[src/design/cohc_pkg.sv]
// Shared types and constants of the converter output hysteresis control core.
// Used by every module of the block but the checker; depends on nothing.
package cohc_pkg;

    // Field and bus widths.
    localparam int STORAGE_W  = 24;
    localparam int INTERVAL_W = 20;
    localparam int CONTROL_W  = 22;
    localparam int REG_IDX_W  = 3;
    localparam int CFG_DATA_W = 24;
    localparam int S_TDATA_W  = 32;
    localparam int M_TDATA_W  = 56;

    // Register indexes.
    localparam logic [REG_IDX_W-1:0] REG_CONTROL     = 3'd0;
    localparam logic [REG_IDX_W-1:0] REG_ENABLE_THR  = 3'd1;
    localparam logic [REG_IDX_W-1:0] REG_DISABLE_THR = 3'd2;
    localparam logic [REG_IDX_W-1:0] REG_ENABLE_DROP = 3'd3;
    localparam logic [REG_IDX_W-1:0] REG_PG_HI_THR   = 3'd4;
    localparam logic [REG_IDX_W-1:0] REG_PG_LO_THR   = 3'd5;
    localparam logic [REG_IDX_W-1:0] REG_TARGET_OUT  = 3'd6;
    localparam logic [REG_IDX_W-1:0] REG_BUCK_DROP   = 3'd7;

    // Bit positions inside the control register.
    localparam int BUCK_BIT      = 20;
    localparam int IMMEDIATE_BIT = 21;

    // Decoded configuration.
    typedef struct packed {
        logic [INTERVAL_W-1:0] interval;
        logic                  buck_en;
        logic                  immediate;
        logic [STORAGE_W-1:0]  enable_thr;
        logic [STORAGE_W-1:0]  disable_thr;
        logic [STORAGE_W-1:0]  enable_drop;
        logic [STORAGE_W-1:0]  pg_hi_thr;
        logic [STORAGE_W-1:0]  pg_lo_thr;
        logic [STORAGE_W-1:0]  target_out;
        logic [STORAGE_W-1:0]  buck_drop;
    } t_cfg;

    // One input sample.
    typedef struct packed {
        logic [STORAGE_W-1:0] storage_uv;
        logic                 startup_drain_active;
    } t_in_item;

    // Decision of the hysteresis control for the sample at hand.
    typedef struct packed {
        logic check;
        logic enabled;
        logic turn_on;
    } t_ctrl_status;

    // One result item.
    typedef struct packed {
        logic [STORAGE_W-1:0] out_voltage_uv;
        logic                 pgood_written;
        logic [1:0]           pgood_bits;
        logic                 output_on;
        logic [STORAGE_W-1:0] new_storage_uv;
    } t_result;

endpackage

[src/design/converter_output_hysteresis_control_core.sv]
// Top level of the converter output hysteresis control core.
// Depends on cohc_pkg, cohc_regs, cohc_ctrl and cohc_volt.
//
// Takes one storage voltage sample per request on the slave stream and returns
// one result per sample on the master stream. A sample is captured in an input
// register, evaluated combinationally by the sample counter, hysteresis flag
// and voltage logic, and lands in the result register; a new sample can be
// taken every cycle while the result stream does not stall, as the counter and
// the enable flag update whenever a sample passes. The first sample after reset
// is a check sample unless the interval is set above the counter's reset value
// plus one. Configuration is to be written through the plain write port only
// while the stream is idle; the block itself does not enforce this.
module converter_output_hysteresis_control_core #(
    parameter int COUNTER_BITS = 20
) (
    input  logic                             i_clk,
    input  logic                             i_rst_n,
    // Configuration write port.
    input  logic                             i_cfg_we,
    input  logic [cohc_pkg::REG_IDX_W-1:0]   i_cfg_index,
    input  logic [cohc_pkg::CFG_DATA_W-1:0]  i_cfg_data,
    // Sample stream.
    input  logic                             i_s_tvalid,
    output logic                             o_s_tready,
    // Fields from bit 0: storage_uv[23:0], startup_drain_active[24], zero pad.
    input  logic [cohc_pkg::S_TDATA_W-1:0]   i_s_tdata,
    // Result stream.
    output logic                             o_m_tvalid,
    input  logic                             i_m_tready,
    // Fields from bit 0: new_storage_uv[23:0], output_on[24], pgood_bits[26:25],
    // pgood_written[27], out_voltage_uv[51:28], zero pad.
    output logic [cohc_pkg::M_TDATA_W-1:0]   o_m_tdata
);
    import cohc_pkg::*;

    t_cfg         cfg;
    t_ctrl_status status;
    t_result      result;
    t_in_item     r_in;
    t_result      r_out;
    logic         r_in_valid;
    logic         r_out_valid;
    logic         advance;
    logic         s_take;

    // Handshake: the input stage drains whenever the result register is free.
    assign advance    = r_in_valid && (!r_out_valid || i_m_tready);
    assign o_s_tready = !r_in_valid || advance;
    assign s_take     = i_s_tvalid && o_s_tready;

    cohc_regs u_regs (
        .i_clk       (i_clk),
        .i_rst_n     (i_rst_n),
        .i_cfg_we    (i_cfg_we),
        .i_cfg_index (i_cfg_index),
        .i_cfg_data  (i_cfg_data),
        .o_cfg       (cfg)
    );

    cohc_ctrl #(
        .COUNTER_BITS (COUNTER_BITS)
    ) u_ctrl (
        .i_clk        (i_clk),
        .i_rst_n      (i_rst_n),
        .i_advance    (advance),
        .i_storage_uv (r_in.storage_uv),
        .i_cfg        (cfg),
        .o_status     (status)
    );

    cohc_volt u_volt (
        .i_item   (r_in),
        .i_cfg    (cfg),
        .i_status (status),
        .o_result (result)
    );

    // Valid flags of the two stages.
    always_ff @(posedge i_clk) begin
        if (!i_rst_n) begin
            r_in_valid  <= 1'b0;
            r_out_valid <= 1'b0;
        end else begin
            if (s_take) begin
                r_in_valid <= 1'b1;
            end else if (advance) begin
                r_in_valid <= 1'b0;
            end
            if (advance) begin
                r_out_valid <= 1'b1;
            end else if (i_m_tready) begin
                r_out_valid <= 1'b0;
            end
        end
    end

    // Payload registers.
    always_ff @(posedge i_clk) begin
        if (s_take) begin
            r_in.storage_uv           <= i_s_tdata[STORAGE_W-1:0];
            r_in.startup_drain_active <= i_s_tdata[STORAGE_W];
        end
        if (advance) begin
            r_out <= result;
        end
    end

    assign o_m_tvalid = r_out_valid;
    assign o_m_tdata  = {{(M_TDATA_W - $bits(t_result)){1'b0}}, r_out};

endmodule

[src/design/cohc_regs.sv]
// Configuration register file of the hysteresis control core.
// Depends on cohc_pkg for register indexes and the decoded configuration type.
module cohc_regs (
    input  logic                             i_clk,
    input  logic                             i_rst_n,
    input  logic                             i_cfg_we,
    input  logic [cohc_pkg::REG_IDX_W-1:0]   i_cfg_index,
    input  logic [cohc_pkg::CFG_DATA_W-1:0]  i_cfg_data,
    output cohc_pkg::t_cfg                   o_cfg
);
    import cohc_pkg::*;

    t_cfg r_cfg;
    t_cfg n_cfg;

    // Decode a write into the addressed field, masked to the register width.
    always_comb begin
        n_cfg = r_cfg;
        if (i_cfg_we) begin
            unique case (i_cfg_index)
                REG_CONTROL: begin
                    n_cfg.interval  = i_cfg_data[INTERVAL_W-1:0];
                    n_cfg.buck_en   = i_cfg_data[BUCK_BIT];
                    n_cfg.immediate = i_cfg_data[IMMEDIATE_BIT];
                end
                REG_ENABLE_THR:  n_cfg.enable_thr  = i_cfg_data[STORAGE_W-1:0];
                REG_DISABLE_THR: n_cfg.disable_thr = i_cfg_data[STORAGE_W-1:0];
                REG_ENABLE_DROP: n_cfg.enable_drop = i_cfg_data[STORAGE_W-1:0];
                REG_PG_HI_THR:   n_cfg.pg_hi_thr   = i_cfg_data[STORAGE_W-1:0];
                REG_PG_LO_THR:   n_cfg.pg_lo_thr   = i_cfg_data[STORAGE_W-1:0];
                REG_TARGET_OUT:  n_cfg.target_out  = i_cfg_data[STORAGE_W-1:0];
                REG_BUCK_DROP:   n_cfg.buck_drop   = i_cfg_data[STORAGE_W-1:0];
                default:         n_cfg = r_cfg;
            endcase
        end
    end

    // All registers clear to zero on reset.
    always_ff @(posedge i_clk) begin
        if (!i_rst_n) begin
            r_cfg <= '0;
        end else begin
            r_cfg <= n_cfg;
        end
    end

    assign o_cfg = r_cfg;

endmodule

[src/design/cohc_ctrl.sv]
// Sample counter and hysteresis output-enable state of the control core.
// Depends on cohc_pkg for the configuration and status types.
module cohc_ctrl #(
    parameter int COUNTER_BITS = 20
) (
    input  logic                            i_clk,
    input  logic                            i_rst_n,
    input  logic                            i_advance,
    input  logic [cohc_pkg::STORAGE_W-1:0]  i_storage_uv,
    input  cohc_pkg::t_cfg                  i_cfg,
    output cohc_pkg::t_ctrl_status          o_status
);
    import cohc_pkg::*;

    localparam int CMP_W = (COUNTER_BITS > INTERVAL_W) ? COUNTER_BITS : INTERVAL_W;
    // All ones minus fifteen, so the first sample is a check unless the interval exceeds its increment.
    localparam logic [COUNTER_BITS-1:0] CNT_RST = ~COUNTER_BITS'(15);

    logic [COUNTER_BITS-1:0] r_cnt;
    logic [COUNTER_BITS-1:0] n_cnt;
    logic                    r_enabled;
    logic [COUNTER_BITS-1:0] cnt_inc;
    logic [CMP_W-1:0]        cnt_ext;
    logic [CMP_W-1:0]        interval_ext;
    logic [STORAGE_W-1:0]    enable_thr_eff;
    logic                    check;
    logic                    reach_on;
    logic                    fall_off;

    // Check decision: wrapped increment compared with the interval.
    assign cnt_inc      = r_cnt + COUNTER_BITS'(1);
    assign cnt_ext      = CMP_W'(cnt_inc);
    assign interval_ext = CMP_W'(i_cfg.interval);
    assign check        = (cnt_ext >= interval_ext);
    assign n_cnt        = check ? '0 : cnt_inc;

    // The enable threshold is never below the turn-on drop.
    assign enable_thr_eff = (i_cfg.enable_drop > i_cfg.enable_thr) ?
                            i_cfg.enable_drop : i_cfg.enable_thr;
    assign reach_on = (i_storage_uv >= enable_thr_eff);
    assign fall_off = (i_storage_uv < i_cfg.disable_thr);

    // Hysteresis decision for this sample.
    always_comb begin
        o_status.check   = check;
        o_status.turn_on = check && !r_enabled && reach_on;
        if (!check) begin
            o_status.enabled = r_enabled;
        end else if (r_enabled) begin
            o_status.enabled = !fall_off;
        end else begin
            o_status.enabled = reach_on;
        end
    end

    // State moves only when a sample passes to the result register.
    always_ff @(posedge i_clk) begin
        if (!i_rst_n) begin
            r_cnt     <= CNT_RST;
            r_enabled <= 1'b0;
        end else if (i_advance) begin
            r_cnt     <= n_cnt;
            r_enabled <= o_status.enabled;
        end
    end

endmodule

[src/design/cohc_volt.sv]
// Voltage datapath: turn-on drop, power-good bits and output DAC voltage.
// Depends on cohc_pkg for the configuration, status and result types.
module cohc_volt (
    input  cohc_pkg::t_in_item      i_item,
    input  cohc_pkg::t_cfg          i_cfg,
    input  cohc_pkg::t_ctrl_status  i_status,
    output cohc_pkg::t_result       o_result
);
    import cohc_pkg::*;

    logic [STORAGE_W-1:0] v;
    logic [STORAGE_W:0]   buck_limit;
    logic                 written;
    logic                 driven;

    assign v          = i_item.storage_uv;
    assign buck_limit = {1'b0, i_cfg.target_out} + {1'b0, i_cfg.buck_drop};
    assign written    = i_status.check || i_cfg.immediate;
    assign driven     = i_status.enabled || i_item.startup_drain_active;

    always_comb begin
        // Storage after the fast-charge drop, saturating at zero.
        if (i_status.turn_on) begin
            o_result.new_storage_uv = (v > i_cfg.enable_drop) ? (v - i_cfg.enable_drop) : '0;
        end else begin
            o_result.new_storage_uv = v;
        end

        o_result.output_on     = i_status.enabled;
        o_result.pgood_written = written;

        // Power-good bits use the voltage before the drop.
        if (written && i_status.enabled) begin
            o_result.pgood_bits = {(v >= i_cfg.pg_hi_thr), (v > i_cfg.pg_lo_thr)};
        end else begin
            o_result.pgood_bits = 2'b00;
        end

        // Output DAC: zero when not driven, else buck-regulated, or storage minus the buck drop.
        if (!driven) begin
            o_result.out_voltage_uv = '0;
        end else if (!i_cfg.buck_en || ({1'b0, v} <= buck_limit)) begin
            o_result.out_voltage_uv = (v > i_cfg.buck_drop) ? (v - i_cfg.buck_drop) : '0;
        end else begin
            o_result.out_voltage_uv = i_cfg.target_out;
        end
    end

endmodule

[config.mk]
export PLATFORM = sky130hd
export DESIGN_NAME = converter_output_hysteresis_control_core
export DESIGN_NICKNAME = d
export VERILOG_FILES = /design/src/design/cohc_pkg.sv /design/src/design/converter_output_hysteresis_control_core.sv /design/src/design/cohc_regs.sv /design/src/design/cohc_ctrl.sv /design/src/design/cohc_volt.sv
export SDC_FILE = /design/constraint.sdc
export NUM_CORES = 1
export LEC_CHECK = 0
export BUFFER_PORTS_ARGS = -buffer_cell sky130_fd_sc_hd__buf_2
export CAP_MARGIN = 25
export CELL_PAD_IN_SITES_DETAIL_PLACEMENT = 1
export CELL_PAD_IN_SITES_GLOBAL_PLACEMENT = 2
export CORE_MARGIN = 5
export CORE_UTILIZATION = 35
export CTS_CLUSTER_DIAMETER = 50
export DETAILED_ROUTE_END_ITERATION = 10
export PLACE_DENSITY_LB_ADDON = 0.2
export SETUP_SLACK_MARGIN = 0.2
export SYNTH_ARGS = -nofsm -noshare
export SYNTH_HDL_FRONTEND = slang
export SYNTH_SLANG_ARGS = --single-unit
[constraint.sdc]
create_clock -name i_clk -period 6.82 [get_ports i_clk]
set_input_delay 1.023 -clock i_clk [delete_from_list [all_inputs] [get_ports i_clk]]
set_output_delay 1.023 -clock i_clk [all_outputs]
set_load 0.005 [all_outputs]
==> metrics.md <==
| Metric | Value |
|---|---|
| Sequential-to-total area share from yosys stat | `0.354` |
| Synth Area in XOR/XNOR | `0.0372` |
| Max VDD drop | `0.000158 V` |
| Row cnt | `84` |
| Post-CTS Hold Fix Bufs | `0` |
| Switching pwr | `1.47 mW` |
| Leak Pwr | `8.21 nW` |
| Synth Area in Compound Gates | `0.196` |
| Fmax | `0.172 GHz` |
| Sequential share of power | `0.381` |
| Vias | `16,516` |
| WL/cell | `21.8 um` |
| Ports | `122` |
| DP HPWL | `48,800 um` |
| RSZ-0062 raised after global routing | `no` |
| Clk sinks | `290` |
| Die extent in x | `240 um` |
| Crit path launch | `u_regs.o_cfg[145]` |
| CTS tree | `yes` |
| Synth Area in Simple Gates | `0.173` |
| # resized after CTS | `0` |
| Synth cell types | `77` |
| Most frequent cells in the layout | `nand2_1, a21oi_1, ha_1` |
| R2R Path Start | `u_regs.o_cfg[145]` |
| Critical Path Fanout Max | `25` |
| Total global-route track usage | `0.230` |
| DIE AREA | `0.0578 mm2` |
| Via/cell ratio | `5.37` |
| Ys flop type | `dfxtp_1` |
| Crit start category | `flop` |
| DRC Markers | `0` |
| Setup crit end kind | `flop` |
| Commonest non-fill, non-tap cell in the layout | `nand2_1` |
| Slew HR | `0.278` |
| Vert. Die Dim | `240 um` |
| Vias in the first global route | `17,199` |
| Nets@finish | `2,650` |
| Hold path startpoint | `u_regs.o_cfg[123]` |
| Total wire length | `67,000 um` |
| Average size of a mapped cell | `8.23 um2` |
| Initial antenna violation count | `4` |
| Multiplexer area fraction after synthesis | `0.0130` |
| Sw Ratio | `0.292` |
| Comb pwr share | `0.163` |
| Slew @ Worst Pin | `1080 ps` |
| Max-slew violation count | `0` |
| Crit path time final | `5810 ps` |
| Internal power | `3.57 mW` |
| Total Neg Setup Slack | `0 ps` |
| Total Power | `5.04 mW` |
| Largest net degree at the start of global routing | `122` |
| Gp weighted congestion | `0.859` |
| Reg2Reg Setup Slack | `1010 ps` |
| Clk_lat worst skew | `590 ps` |
| Reg area | `0.00658 mm2` |
| Initial DRC count | `814` |
| Ys async rst share | `0` |
| Period Utilization, post-route | `0.852` |
| Post-CTS Setup Inserts | `0` |
| Synthesis warning total | `0` |
| DR pass1 iterations | `5` |
| Worst endpoint required time | `7140 ps` |
| Clk root buf | `clkbuf_16` |
| Worst EP arrival | `6130 ps` |
| Detail Route Antenna Nets | `0` |
| CTS clock-pin slew for the worst setup and hold paths | `50 ps` |
| FF+latch count, synth | `290` |
| Clk_skew | `23.3 ps` |
| Area Overhead vs Synth | `15.2%` |
| Final hold violation count | `0` |
| Status | `finished clean` |
| Grt ovf | `0` |
| # H-tree levels | `2` |
| Setup-failing EPs final | `0` |
| Kind of critical path | `reg -> reg` |
| Clock share of power | `0.457` |
| Adder-cell share of the synthesized area | `0.162` |
| Share of cells above drive strength 1 | `0.105` |
| Power per cell area | `236 mW/mm2` |
| Synthesized cell area | `0.0186 mm2` |
| Largest family of logic cells by synthesized area | `compound AO/OA/AOI/OAI gates` |
| Core area | `0.0526 mm2` |
| Max cap viols | `0` |
| Post-synth EDFFs | `77` |
| Mapped Cells | `2,259` |
| Multi-input gate area | `0.0109 mm2` |
| Number of fill cells | `6,291` |
| PortBufs | `110` |
| Worst Hold Class | `reg -> reg` |
| Initial core utilization | `0.354` |
| First-pass GRT wire length | `102,000 um` |
| Clock buffer count from CTS | `45` |
| Max Buffers Root-to-Sink | `3` |
[sequential cells by signal (all words and copies together) (netlist names)]
| signal | count |
|---|---|
| u_regs.o_cfg | 190 |
| o_m_tdata | 52 |
| r_in | 25 |
| u_ctrl.r_cnt | 20 |
| o_m_tvalid | 1 |
| r_in_valid | 1 |
| u_ctrl.r_enabled | 1 |
[synth_stat cells, drive strengths merged, types with 5 or more instances]
library cell	instances	area [um2]
a211oi	15	123
and3	18	114
o211ai	9	67.6
a21o	52	392
or3	6	37.5
nor3	26	135
a22oi	22	165
a21oi	287	1440
dfxtp	213	4260
xor2	32	280
o21ai	77	389
nand4	31	194
nand3	39	205
nor2	97	364
and4	7	61.3
clkbuf	90	367
o21a	16	120
inv	191	717
nor2b	16	100
buf	17	105
xnor2	47	412
nand2b	20	125
edfxtp	77	2310
o311ai	16	140
a2111oi	10	100
nand2	455	1710
a21boi	5	37.5
o21bai	8	63.8
and2	5	31.3
a22o	24	210
mux2i	23	230
ha	236	2950
a31oi	18	113
o31ai	5	37.5
[kinds of logic (layout without fill, tap and decap cells)]
group                    Yosys count  in the layout
AO/OA/AOI/OAI                    588            588
XOR/XNOR                          79             79
adder cells (fa/ha/maj)          239            239
buffers and inverters            299            420
flip-flops                       290            290
multiplexers                      24             24
other                              1              6
AND/OR/NAND/NOR                  739            739
[final timing paths]
path                                           to  cells after the start
worst min register to register  u_regs.o_cfg[123]                      2
worst max register to register      o_m_tdata[50]                     23
worst max-delay path                o_m_tdata[50]                     23
worst min-delay path            u_regs.o_cfg[123]                      2
[critical path: stages, from the launching register on]
cell       delay [ps]
dfxtp_1           340
inv_1              50
ha_1              290
nor2b_1           140
o21a_1            160
o21a_1            170
o211ai_1          170
a211oi_1          100
a2111oi_0         570
nand4_1           230
o41ai_4           100
buf_4             290
mux2i_1           240
ha_1              270
a21oi_1           160
o21ai_0           130
a2111oi_0         520
o31ai_1           190
a31oi_1           360
and3b_1           270
a211oi_4          200
buf_4             320
or3_1             180
o21ai_0            70
[per-layer routing]
| metal | GRT usage | wire length [um] | vias up |
|---|---|---|---|
| li1 | - | - | 8052 |
| met1 | 0.311 | 31600 | 8130 |
| met2 | 0.382 | 30900 | 252 |
| met3 | 0.0317 | 2490 | 78 |
| met4 | 0.0693 | 2000 | 4 |
| met5 | 0 | 23 | - |
[final cells by class]
| type | instances | share of cell area |
|---|---|---|
| Multi-Input combinational cell | 1673 | 0.507 |
| Clock buffer | 59 | 0.0594 |
| Tap cell | 688 | 0.0402 |
| Sequential cell | 290 | 0.307 |
| Antenna cell | 2 | 0.000234 |
| Inverter | 191 | 0.0337 |
| Timing Repair Buffer | 146 | 0.0420 |
| Clock inverter | 24 | 0.00976 |
[power by group through the flow]
stage / Clock (mW) / Sequential [mW] / Combinational [mW]
floorplan: 0 / 1.93 / 0.546
CTS: 2.36 / 1.92 / 0.827
global route: 2.43 / 1.93 / 0.910
finish: 2.30 / 1.92 / 0.820
detailed placement: 0 / 1.96 / 0.823
global placement: 0 / 1.95 / 0.792
[per-stage QoR]
| step | instance area [um2] | hold slack [ps] | cells | utilization | worst slack, ps |
|---|---|---|---|---|---|
| 2_1_floorplan | 18600 | 432 | 2262 | - | 2110 |
| 3_3_place_gp | 19800 | 440 | 2981 | 0.377 | 1070 |
| 3_5_place_dp | 19900 | 447 | 2987 | 0.379 | 941 |
| 4_1_cts | 21400 | 454 | 3070 | 0.407 | 923 |
| 5_1_grt | 21400 | 470 | 3072 | 0.407 | 569 |
| 6_report | 21400 | 452 | 3073 | 0.407 | 1010 |
No activity file was read; power rests on OpenSTA's default activity.
